===== config.mk =====
export PLATFORM = sky130hd
export DESIGN_NAME = sparse_polynomial_adder_unit_flat
export DESIGN_NICKNAME = d
export VERILOG_FILES = /design/src/spa_pkg.sv /design/src/spa_if.sv /design/src/sparse_polynomial_adder_unit.sv /design/src/spa_term_store.sv /design/src/spa_ctrl.sv /design/src/flat_wrapper.sv
export SDC_FILE = /design/constraint.sdc
export NUM_CORES = 1
export LEC_CHECK = 0
export BUFFER_PORTS_ARGS = -buffer_cell sky130_fd_sc_hd__buf_4
export CORE_ASPECT_RATIO = 1.75
export CORE_MARGIN = 8
export CORE_UTILIZATION = 56
export DETAILED_ROUTE_END_ITERATION = 7
export GPL_TIMING_DRIVEN = 0
export PLACE_DENSITY = 0.76
export SLEW_MARGIN = 20
export SYNTH_ARGS = -nofsm -noshare
export SYNTH_HDL_FRONTEND = slang
export SYNTH_SLANG_ARGS = --single-unit

===== constraint.sdc =====
create_clock -name clk_i -period 5.6 [get_ports clk_i]
set_input_delay 0.56 -clock clk_i [delete_from_list [all_inputs] [get_ports clk_i]]
set_output_delay 0.56 -clock clk_i [all_outputs]
set_load 0.02 [all_outputs]

===== src/spa_pkg.sv =====
// Shared types and constants of the sparse polynomial adder.
// No dependencies.
package spa_pkg;

  // Field widths
  localparam int unsigned OpcodeW = 2;
  localparam int unsigned DegW    = 8;
  localparam int unsigned CoefW   = 32;

  // Parameter defaults
  localparam int unsigned MaxTermsDef   = 8;
  localparam int unsigned DegreeBitsDef = 8;

  typedef enum logic [OpcodeW-1:0] {
    OP_LOAD_P  = 2'd0,
    OP_LOAD_Q  = 2'd1,
    OP_COMPUTE = 2'd2
  } opcode_e;

  typedef enum logic [3:0] {
    S_IDLE,
    S_EMPTY,
    S_P_RD,
    S_Q_RD,
    S_CMP,
    S_P_EMIT,
    S_Q2_RD,
    S_Q2_EMIT,
    S_FLUSH
  } state_e;

  // Port control of one term store
  typedef struct packed {
    logic we;
    logic re;
  } mem_ctl_t;

endpackage


===== src/spa_if.sv =====
// Request channels of the sparse polynomial adder: term input and sum output.
// Depends on spa_pkg for field widths.
interface spa_term_if;
  import spa_pkg::*;

  logic                     valid;
  logic                     ready;
  logic [OpcodeW-1:0]       opcode;
  logic [DegW-1:0]          term_degree;
  logic signed [CoefW-1:0]  term_coef;

  modport source (output valid, output opcode, output term_degree, output term_coef,
                  input ready);
  modport sink   (input valid, input opcode, input term_degree, input term_coef,
                  output ready);
endinterface

interface spa_sum_if;
  import spa_pkg::*;

  logic                     valid;
  logic                     ready;
  logic [DegW-1:0]          sum_degree;
  logic signed [CoefW-1:0]  sum_coef;
  logic                     present;
  logic                     overflow;
  logic                     last;

  modport source (output valid, output sum_degree, output sum_coef, output present,
                  output overflow, output last, input ready);
  modport sink   (input valid, input sum_degree, input sum_coef, input present,
                  input overflow, input last, output ready);
endinterface


===== src/sparse_polynomial_adder_unit.sv =====
// Sparse polynomial adder. A compute request walks every P term against the Q
// terms, alternating Q-store reads and degree compares; the sum channel can stall it.
// Results trail generation by one term (held to mark the last one).
// Reset (async, active low) clears the counts, the dropped flag and the sequencer;
// the term stores keep their contents and are only read below the counts.
module sparse_polynomial_adder_unit #(
  parameter int unsigned MAX_TERMS   = spa_pkg::MaxTermsDef,
  parameter int unsigned DEGREE_BITS = spa_pkg::DegreeBitsDef
) (
  input  logic        clk_i,
  input  logic        rst_ni,
  spa_term_if.sink    term_i,
  spa_sum_if.source   sum_o
);
  import spa_pkg::*;

  localparam int unsigned IdxW = (MAX_TERMS > 1) ? $clog2(MAX_TERMS) : 1;
  localparam int unsigned EntW = DEGREE_BITS + CoefW;

  mem_ctl_t         p_ctl, q_ctl;
  logic [IdxW-1:0]  p_waddr, p_raddr, q_waddr, q_raddr;
  logic [EntW-1:0]  p_rdata, q_rdata, wdata;

  // Sequencer
  spa_ctrl #(
    .MAX_TERMS   (MAX_TERMS),
    .DEGREE_BITS (DEGREE_BITS),
    .IDX_W       (IdxW),
    .ENT_W       (EntW)
  ) u_ctrl (
    .clk_i     (clk_i),
    .rst_ni    (rst_ni),
    .term_i    (term_i),
    .sum_o     (sum_o),
    .p_ctl_o   (p_ctl),
    .p_waddr_o (p_waddr),
    .p_raddr_o (p_raddr),
    .p_rdata_i (p_rdata),
    .q_ctl_o   (q_ctl),
    .q_waddr_o (q_waddr),
    .q_raddr_o (q_raddr),
    .q_rdata_i (q_rdata),
    .wdata_o   (wdata)
  );

  // P term store
  spa_term_store #(
    .DEPTH (MAX_TERMS),
    .WIDTH (EntW),
    .AW    (IdxW)
  ) u_p_store (
    .clk_i   (clk_i),
    .ctl_i   (p_ctl),
    .waddr_i (p_waddr),
    .wdata_i (wdata),
    .raddr_i (p_raddr),
    .rdata_o (p_rdata)
  );

  // Q term store
  spa_term_store #(
    .DEPTH (MAX_TERMS),
    .WIDTH (EntW),
    .AW    (IdxW)
  ) u_q_store (
    .clk_i   (clk_i),
    .ctl_i   (q_ctl),
    .waddr_i (q_waddr),
    .wdata_i (wdata),
    .raddr_i (q_raddr),
    .rdata_o (q_rdata)
  );

endmodule


===== src/spa_term_store.sv =====
// One term store: synchronous RAM, one write and one read port, registered read.
// Depends on spa_pkg (mem_ctl_t).
module spa_term_store #(
  parameter int unsigned DEPTH = 8,
  parameter int unsigned WIDTH = 40,
  parameter int unsigned AW    = 3
) (
  input  logic                clk_i,
  input  spa_pkg::mem_ctl_t   ctl_i,
  input  logic [AW-1:0]       waddr_i,
  input  logic [WIDTH-1:0]    wdata_i,
  input  logic [AW-1:0]       raddr_i,
  output logic [WIDTH-1:0]    rdata_o
);
  import spa_pkg::*;

  logic [WIDTH-1:0] mem_q [DEPTH];
  logic [WIDTH-1:0] rdata_q;

  // Write port; loads and compute reads never share a cycle
  always_ff @(posedge clk_i) begin
    if (ctl_i.we) begin
      mem_q[waddr_i] <= wdata_i;
    end
  end

  // Read port, data held until the next read
  always_ff @(posedge clk_i) begin
    if (ctl_i.re) begin
      rdata_q <= mem_q[raddr_i];
    end
  end

  assign rdata_o = rdata_q;

endmodule


===== src/spa_ctrl.sv =====
// Sequencer of the sparse polynomial adder: loads, P/Q compare walk,
// one-deep hold stage for the last flag and the output register.
// Depends on spa_pkg and the channel interfaces in spa_if.sv.
module spa_ctrl #(
  parameter int unsigned MAX_TERMS   = spa_pkg::MaxTermsDef,
  parameter int unsigned DEGREE_BITS = spa_pkg::DegreeBitsDef,
  parameter int unsigned IDX_W       = (MAX_TERMS > 1) ? $clog2(MAX_TERMS) : 1,
  parameter int unsigned ENT_W       = DEGREE_BITS + spa_pkg::CoefW
) (
  input  logic               clk_i,
  input  logic               rst_ni,
  spa_term_if.sink           term_i,
  spa_sum_if.source          sum_o,
  output spa_pkg::mem_ctl_t  p_ctl_o,
  output logic [IDX_W-1:0]   p_waddr_o,
  output logic [IDX_W-1:0]   p_raddr_o,
  input  logic [ENT_W-1:0]   p_rdata_i,
  output spa_pkg::mem_ctl_t  q_ctl_o,
  output logic [IDX_W-1:0]   q_waddr_o,
  output logic [IDX_W-1:0]   q_raddr_o,
  input  logic [ENT_W-1:0]   q_rdata_i,
  output logic [ENT_W-1:0]   wdata_o
);
  import spa_pkg::*;

  localparam int unsigned CntW = $clog2(MAX_TERMS + 1);
  localparam int unsigned DW   = DEGREE_BITS;

  state_e               state_q, state_d;
  logic [CntW-1:0]      p_cnt_q, p_cnt_d, q_cnt_q, q_cnt_d;
  logic                 dropped_q, dropped_d;
  logic [IDX_W-1:0]     i_q, i_d, j_q, j_d;
  logic                 p_hit_q, p_hit_d;
  logic [MAX_TERMS-1:0] q_hit_q, q_hit_d;

  // hold stage
  logic                 hold_valid_q, hold_valid_d;
  logic [DW-1:0]        hold_deg_q;
  logic [CoefW-1:0]     hold_coef_q;
  logic                 hold_present_q;

  // output register
  logic                 out_valid_q, out_valid_d;
  logic [DegW-1:0]      out_deg_q;
  logic [CoefW-1:0]     out_coef_q;
  logic                 out_present_q, out_overflow_q, out_last_q;

  // generated result
  logic                 gen_valid, gen_ok, gen_present;
  logic [DW-1:0]        gen_deg;
  logic [CoefW-1:0]     gen_coef;
  logic                 flush, can_push, push;

  logic [DW-1:0]        p_deg, q_deg;
  logic [CoefW-1:0]     p_coef, q_coef;
  logic                 match, i_last, j_last;

  assign p_deg  = p_rdata_i[ENT_W-1 -: DW];
  assign q_deg  = q_rdata_i[ENT_W-1 -: DW];
  assign p_coef = p_rdata_i[CoefW-1:0];
  assign q_coef = q_rdata_i[CoefW-1:0];
  assign match  = (p_deg == q_deg);
  assign i_last = ((CntW'(i_q) + CntW'(1)) == p_cnt_q);
  assign j_last = ((CntW'(j_q) + CntW'(1)) == q_cnt_q);

  assign can_push = !out_valid_q || sum_o.ready;
  assign gen_ok   = !hold_valid_q || can_push;

  // Store write side: degree masked to DEGREE_BITS
  assign wdata_o   = {DW'(term_i.term_degree), term_i.term_coef};
  assign p_waddr_o = p_cnt_q[IDX_W-1:0];
  assign q_waddr_o = q_cnt_q[IDX_W-1:0];
  assign p_raddr_o = i_q;
  assign q_raddr_o = j_q;

  assign term_i.ready = (state_q == S_IDLE);

  // Next state and store control
  always_comb begin
    state_d     = state_q;
    p_cnt_d     = p_cnt_q;
    q_cnt_d     = q_cnt_q;
    dropped_d   = dropped_q;
    i_d         = i_q;
    j_d         = j_q;
    p_hit_d     = p_hit_q;
    q_hit_d     = q_hit_q;
    p_ctl_o     = '0;
    q_ctl_o     = '0;
    gen_valid   = 1'b0;
    gen_present = 1'b1;
    gen_deg     = p_deg;
    gen_coef    = p_coef;
    flush       = 1'b0;

    unique case (state_q)
      S_IDLE: begin
        if (term_i.valid) begin
          unique case (opcode_e'(term_i.opcode))
            OP_LOAD_P: begin
              if (p_cnt_q == CntW'(MAX_TERMS)) begin
                dropped_d = 1'b1;
              end else begin
                p_ctl_o.we = 1'b1;
                p_cnt_d    = p_cnt_q + CntW'(1);
              end
            end
            OP_LOAD_Q: begin
              if (q_cnt_q == CntW'(MAX_TERMS)) begin
                dropped_d = 1'b1;
              end else begin
                q_ctl_o.we = 1'b1;
                q_cnt_d    = q_cnt_q + CntW'(1);
              end
            end
            OP_COMPUTE: begin
              i_d     = '0;
              j_d     = '0;
              p_hit_d = 1'b0;
              q_hit_d = '0;
              if (p_cnt_q == '0 && q_cnt_q == '0) begin
                state_d = S_EMPTY;
              end else if (p_cnt_q != '0) begin
                state_d = S_P_RD;
              end else begin
                state_d = S_Q2_RD;
              end
            end
            default: ;  // unused opcode: no effect
          endcase
        end
      end

      // both polynomials empty: single marker
      S_EMPTY: begin
        gen_valid   = 1'b1;
        gen_present = 1'b0;
        gen_deg     = '0;
        gen_coef    = '0;
        if (gen_ok) begin
          state_d = S_FLUSH;
        end
      end

      S_P_RD: begin
        p_ctl_o.re = 1'b1;
        p_hit_d    = 1'b0;
        j_d        = '0;
        state_d    = (q_cnt_q != '0) ? S_Q_RD : S_P_EMIT;
      end

      S_Q_RD: begin
        q_ctl_o.re = 1'b1;
        state_d    = S_CMP;
      end

      // compare P[i] with Q[j], emit the sum on a match
      S_CMP: begin
        gen_valid = match;
        gen_deg   = q_deg;
        gen_coef  = p_coef + q_coef;
        if (!match || gen_ok) begin
          if (match) begin
            q_hit_d[j_q] = 1'b1;
            p_hit_d      = 1'b1;
          end
          if (!j_last) begin
            j_d     = j_q + IDX_W'(1);
            state_d = S_Q_RD;
          end else if (!(p_hit_q || match)) begin
            state_d = S_P_EMIT;
          end else if (i_last) begin
            j_d     = '0;
            state_d = S_Q2_RD;
          end else begin
            i_d     = i_q + IDX_W'(1);
            state_d = S_P_RD;
          end
        end
      end

      // unmatched P term, unchanged
      S_P_EMIT: begin
        gen_valid = 1'b1;
        if (gen_ok) begin
          if (i_last) begin
            j_d     = '0;
            state_d = S_Q2_RD;
          end else begin
            i_d     = i_q + IDX_W'(1);
            state_d = S_P_RD;
          end
        end
      end

      // Q pass: skip the matched terms
      S_Q2_RD: begin
        if (q_cnt_q == '0) begin
          state_d = S_FLUSH;
        end else if (q_hit_q[j_q]) begin
          if (j_last) begin
            state_d = S_FLUSH;
          end else begin
            j_d = j_q + IDX_W'(1);
          end
        end else begin
          q_ctl_o.re = 1'b1;
          state_d    = S_Q2_EMIT;
        end
      end

      S_Q2_EMIT: begin
        gen_valid = 1'b1;
        gen_deg   = q_deg;
        gen_coef  = q_coef;
        if (gen_ok) begin
          if (j_last) begin
            state_d = S_FLUSH;
          end else begin
            j_d     = j_q + IDX_W'(1);
            state_d = S_Q2_RD;
          end
        end
      end

      // push the held result as last, then clear the counts and the dropped flag
      S_FLUSH: begin
        flush = 1'b1;
        if (can_push) begin
          p_cnt_d   = '0;
          q_cnt_d   = '0;
          dropped_d = 1'b0;
          state_d   = S_IDLE;
        end
      end

      default: state_d = S_IDLE;
    endcase
  end

  // Hold and output handoff
  assign push = (gen_valid && gen_ok && hold_valid_q) || (flush && can_push);

  always_comb begin
    hold_valid_d = hold_valid_q;
    if (gen_valid && gen_ok) begin
      hold_valid_d = 1'b1;
    end else if (flush && can_push) begin
      hold_valid_d = 1'b0;
    end
    out_valid_d = out_valid_q;
    if (push) begin
      out_valid_d = 1'b1;
    end else if (sum_o.ready) begin
      out_valid_d = 1'b0;
    end
  end

  // Control registers
  always_ff @(posedge clk_i or negedge rst_ni) begin
    if (!rst_ni) begin
      state_q      <= S_IDLE;
      p_cnt_q      <= '0;
      q_cnt_q      <= '0;
      dropped_q    <= 1'b0;
      i_q          <= '0;
      j_q          <= '0;
      p_hit_q      <= 1'b0;
      q_hit_q      <= '0;
      hold_valid_q <= 1'b0;
      out_valid_q  <= 1'b0;
    end else begin
      state_q      <= state_d;
      p_cnt_q      <= p_cnt_d;
      q_cnt_q      <= q_cnt_d;
      dropped_q    <= dropped_d;
      i_q          <= i_d;
      j_q          <= j_d;
      p_hit_q      <= p_hit_d;
      q_hit_q      <= q_hit_d;
      hold_valid_q <= hold_valid_d;
      out_valid_q  <= out_valid_d;
    end
  end

  // Payload registers
  always_ff @(posedge clk_i) begin
    if (gen_valid && gen_ok) begin
      hold_deg_q     <= gen_deg;
      hold_coef_q    <= gen_coef;
      hold_present_q <= gen_present;
    end
    if (push) begin
      out_deg_q      <= DegW'(hold_deg_q);
      out_coef_q     <= hold_coef_q;
      out_present_q  <= hold_present_q;
      out_overflow_q <= dropped_q;
      out_last_q     <= flush;
    end
  end

  assign sum_o.valid      = out_valid_q;
  assign sum_o.sum_degree = out_deg_q;
  assign sum_o.sum_coef   = signed'(out_coef_q);
  assign sum_o.present    = out_present_q;
  assign sum_o.overflow   = out_overflow_q;
  assign sum_o.last       = out_last_q;

endmodule


===== src/flat_wrapper.sv =====
// flat-port wrapper written by rule: the top's interface ports become plain ports
module sparse_polynomial_adder_unit_flat import spa_pkg::*;
#(
  parameter int unsigned MAX_TERMS   = spa_pkg::MaxTermsDef,
  parameter int unsigned DEGREE_BITS = spa_pkg::DegreeBitsDef
)
  (clk_i, rst_ni, term_i_valid, term_i_opcode, term_i_term_degree, term_i_term_coef, term_i_ready, sum_o_valid, sum_o_sum_degree, sum_o_sum_coef, sum_o_present, sum_o_overflow, sum_o_last, sum_o_ready);
  spa_term_if term_i_i ();
  spa_sum_if sum_o_i ();
  input  logic clk_i;
  input  logic rst_ni;
  input wire logic [$bits(term_i_i.valid)-1:0] term_i_valid;
  input wire logic [$bits(term_i_i.opcode)-1:0] term_i_opcode;
  input wire logic [$bits(term_i_i.term_degree)-1:0] term_i_term_degree;
  input wire logic [$bits(term_i_i.term_coef)-1:0] term_i_term_coef;
  output wire logic [$bits(term_i_i.ready)-1:0] term_i_ready;
  output wire logic [$bits(sum_o_i.valid)-1:0] sum_o_valid;
  output wire logic [$bits(sum_o_i.sum_degree)-1:0] sum_o_sum_degree;
  output wire logic [$bits(sum_o_i.sum_coef)-1:0] sum_o_sum_coef;
  output wire logic [$bits(sum_o_i.present)-1:0] sum_o_present;
  output wire logic [$bits(sum_o_i.overflow)-1:0] sum_o_overflow;
  output wire logic [$bits(sum_o_i.last)-1:0] sum_o_last;
  input wire logic [$bits(sum_o_i.ready)-1:0] sum_o_ready;
  assign term_i_i.valid = term_i_valid;
  assign term_i_i.opcode = term_i_opcode;
  assign term_i_i.term_degree = term_i_term_degree;
  assign term_i_i.term_coef = term_i_term_coef;
  assign term_i_ready = term_i_i.ready;
  assign sum_o_valid = sum_o_i.valid;
  assign sum_o_sum_degree = sum_o_i.sum_degree;
  assign sum_o_sum_coef = sum_o_i.sum_coef;
  assign sum_o_present = sum_o_i.present;
  assign sum_o_overflow = sum_o_i.overflow;
  assign sum_o_last = sum_o_i.last;
  assign sum_o_i.ready = sum_o_ready;
  sparse_polynomial_adder_unit #(.MAX_TERMS(MAX_TERMS), .DEGREE_BITS(DEGREE_BITS)) u_core (.clk_i(clk_i), .rst_ni(rst_ni), .term_i(term_i_i), .sum_o(sum_o_i));
endmodule

==> results.py <==
metrics = {
    "clock_network": {
        "cts_tree": "built",
        "cts_resized": 0,
        "htreeDepth": 3,
        "clk_pin_slew_ns": 0.07,
        "cts.sinks": 834,
        "clk_latency_ns": 0.61,
        "cts_root_buf": "clkbuf_16",
        "cts_buffer_depth": 3,
        "cts_made_buffers": 69,
    },
    "sta": {
        "setup_viol": 0,
        "layout_setup_ws_ns": 1.55,
        "grt_setup_unrepaired": "no",
        "period_needed_ns": 4.05,
        "hold_viol": 0,
        "min_period_over_period": 0.723,
        "max_clock_freq_mhz": 247,
        "tightest_slew_ns": 1.20,
        "fin_skew_ns": 0.0143,
        "slew_viol_final": 0,
        "relSlewSlack": 0.203,
        "fin_setup_tns_ns": 0,
    },
    "pwr": {
        "ir_worst_vdd_v": 0.000363,
        "power_density_nw_per_um2": 457,
        "p_leak_uw": 0.0122,
    },
    "final_layout": {
        "drive_gt1_frac": 0.213,
        "final_cell_mix": "804 x edfxtp_1, 182 x a22oi_1, 122 x buf_4",
        "layout.cells.most_common": "edfxtp_1",
        "syn2layout_area_growth_pct": 14.9,
        "design_area_sq_um": 37400,
        "stdcell_count": 2815,
        "final_util": 0.646,
        "nets": 2074,
        "n_antenna_cell": 0,
    },
    "floorplanning": {
        "die-area_sq_um": 66300,
        "pin_count": 91,
        "core-area_sq_um": 57800,
        "start_util": 0.562,
        "die_h_microns": 335,
        "die_x_microns": 198,
        "fp-row-count": 117,
    },
    "critical_path": {
        "worst_ep_arrival_time_ns": 4.35,
        "setup.worst_path.end": "u_core.u_p_store.mem_q[5][13]$_DFFE_PP_",
        "rr_endpoint": "u_core.u_p_store.mem_q[5][13]$_DFFE_PP_",
        "critical_path_class": "reg2reg",
        "rrSetupSlack_ns": 1.55,
        "cp-end-kind": "flip-flop",
        "required_ns": 5.90,
        "cp-start-kind": "flip-flop",
        "crit_start": "u_core.u_ctrl.p_cnt_q[1]$_DFFE_PN0P_",
        "r2r_start": "u_core.u_ctrl.p_cnt_q[1]$_DFFE_PN0P_",
        "path_max_fanout": 8,
        "reg2reg_depth": 10,
    },
    "synth": {
        "syn_area_per_cell_sq_um": 18.4,
        "ys_ff_latch": 834,
        "synthesis.area_sq_um": 32500,
        "synth_edf_count": 804,
        "synth_top_area_frac": 0.743,
        "synthesis.nets": 1854,
        "async_flop_share": 0.0360,
        "yosys_warnings": 0,
        "synth_cell_types": 77,
        "yosys-top-cells-area": "edfxtp_1 74%, mux4_2 5.7%, a22oi_1 4.2%, dfrtp_1 2.3%, ha_1 1.4%",
        "synth_area_leader_cell": "edfxtp_1",
        "synthFlopType": "edfxtp_1",
        "ys_seq_area_frac": 0.766,
        "syn_inst": 1770,
    },
    "drt": {
        "vias": 18151,
        "drc": 0,
        "wl_per_cell_microns": 29.1,
        "viasPerCell": 6.45,
        "drtPass1Iterations": 6,
        "first_iter_violations": 1986,
        "drt-total-wl_microns": 82000,
        "ant_nets": 0,
    },
    "run": {
        "maxCapViolCount": 0,
    },
    "global_route": {
        "grt_pass1_wl_microns": 120000,
        "grt_usage": 0.248,
        "grt_pass1_vias": 18599,
        "grt_max_degree": 32,
        "overflow": 0,
        "antenna_found_initial": 0,
    },
    "placed_design": {
        "post-place-ws_ns": 1.57,
        "place_inst": 2691,
        "hpwlAfterDp_microns": 56400,
        "io_buffers": 90,
        "globalplace.congestion": 0.933,
        "place_area_sq_um": 35100,
    },
    "outcome": {
        "status": "finished clean",
    },
    "hold_path": {
        "hp-class": "in2reg",
    },
}
through the flow:
stage	hold WS, ns	power, uW
after floorplan	0.264	10700
after global placement	0.402	12000
after detailed placement	0.405	12300
after CTS	0.230	17100
after global routing	0.241	17700
final	0.251	17100
worst min-delay path by stage:
stage | cells after the start | from | to
after CTS | 1 | term_i_term_coef[14] | u_core.u_q_store.mem_q[0][14]$_DFFE_PP_
after floorplan | 0 | rst_ni | u_core.u_ctrl.dropped_q$_DFFE_PN0P_
final | 1 | term_i_term_coef[4] | u_core.u_p_store.mem_q[3][4]$_DFFE_PP_
after global routing | 1 | term_i_term_coef[14] | u_core.u_q_store.mem_q[6][14]$_DFFE_PP_
after global placement | 0 | u_core.u_ctrl.hold_coef_q[0]$_DFFE_PP_ | u_core.u_ctrl.sum_o.sum_coef[0]$_DFFE_PP_
after detailed placement | 0 | u_core.u_ctrl.hold_coef_q[17]$_DFFE_PP_ | u_core.u_ctrl.sum_o.sum_coef[17]$_DFFE_PP_
what timing repair did:
item / 4_1_cts / 5_1_grt
hold buffers: 1 / 0
setup buffers: 0 / 0
hold endpoints to repair: 30 / 0
cell type report:
cell class | count | area (sq um)
clock inverter | 42 | 420
timing repair buffer | 149 | 1480
fill | 3727 | 20500
sequential | 834 | 24900
inverter | 22 | 82.6
buffer | 83 | 344
clock buffer | 81 | 1860
multi-input combinational | 831 | 7320
tap | 773 | 967
metal layers:
metal | global-route usage | vias up | part of all wire
met5 | 0 | - | 0
met4 | 0.147 | 0 | 0.064
met3 | 0.0392 | 237 | 0.076
met2 | 0.437 | 982 | 0.52
met1 | 0.280 | 9243 | 0.34
li1 | - | 7689 | -
worst max-delay path, cell delays in order, from the launching register on:
cell and delay (ns):
dfrtp_1 0.35, clkbuf_1 0.31, inv_1 0.20, ha_1 0.27
a311o_1 0.46, or3_1 0.48, nor3_2 0.67, buf_4 0.33
buf_4 0.22, buf_4 0.21, buf_4 0.22
cell families (layout without fill, tap and decap cells):
family,count (synthesis),count (layout),share of synthesized area
AOI/OAI and AO/OA,370,370,0.0807
xor gates and xnor gates,43,43,0.0116
adders and majority gates,38,38,0.0149
buffers and inverters,105,377,0.0131
DFF,834,834,0.766
muxes,130,130,0.0731
and+or+nand+nor,250,250,0.0409
synthesized netlist by cell type, types with 4 or more instances:
cell type and number:
a21o_1 13, nor3b_1 8, a31oi_1 7, o21a_1 4, a221o_1 6, nor2b_1 12
edfxtp_1 804, dfrtp_1 30, mux2_2 40, a21oi_1 48, and3_1 8, a22oi_1 182
nand2b_1 14, xnor2_1 28, nand2_1 47, o31ai_1 4, nor3_1 24, inv_1 22
mux4_2 82, a22o_1 10, nand3_1 10, nor2_1 56, xor2_1 15, o21ai_1 14
o21ai_0 39, nand4_1 48, ha_1 37, o22ai_1 5, clkbuf_1 68, buf_2 11
mux2i_1 8
sequential cells by signal (all words and copies together), names as in the netlist, 4 cells and up:
name	count
u_core.u_ctrl.hold_coef_q	32
u_core.u_p_store.rdata_o	40
u_core.u_ctrl.p_cnt_q	4
u_core.u_p_store.mem_q	320
u_core.u_ctrl.sum_o.sum_degree	8
u_core.u_ctrl.q_hit_q	8
u_core.u_q_store.rdata_o	40
u_core.u_ctrl.q_cnt_q	4
u_core.u_ctrl.state_q	4
u_core.u_ctrl.hold_deg_q	8
u_core.u_ctrl.sum_o.sum_coef	32
u_core.u_q_store.mem_q	320
power by group:
group / internal (uW) / total (uW) / switching, uW
clock: 2710 / 4860 / 2150
combinational: 1550 / 4150 / 2600
sequential: 7700 / 8050 / 354
total: 12000 / 17100 / 5100
No activity file was read; power rests on OpenSTA's default activity.
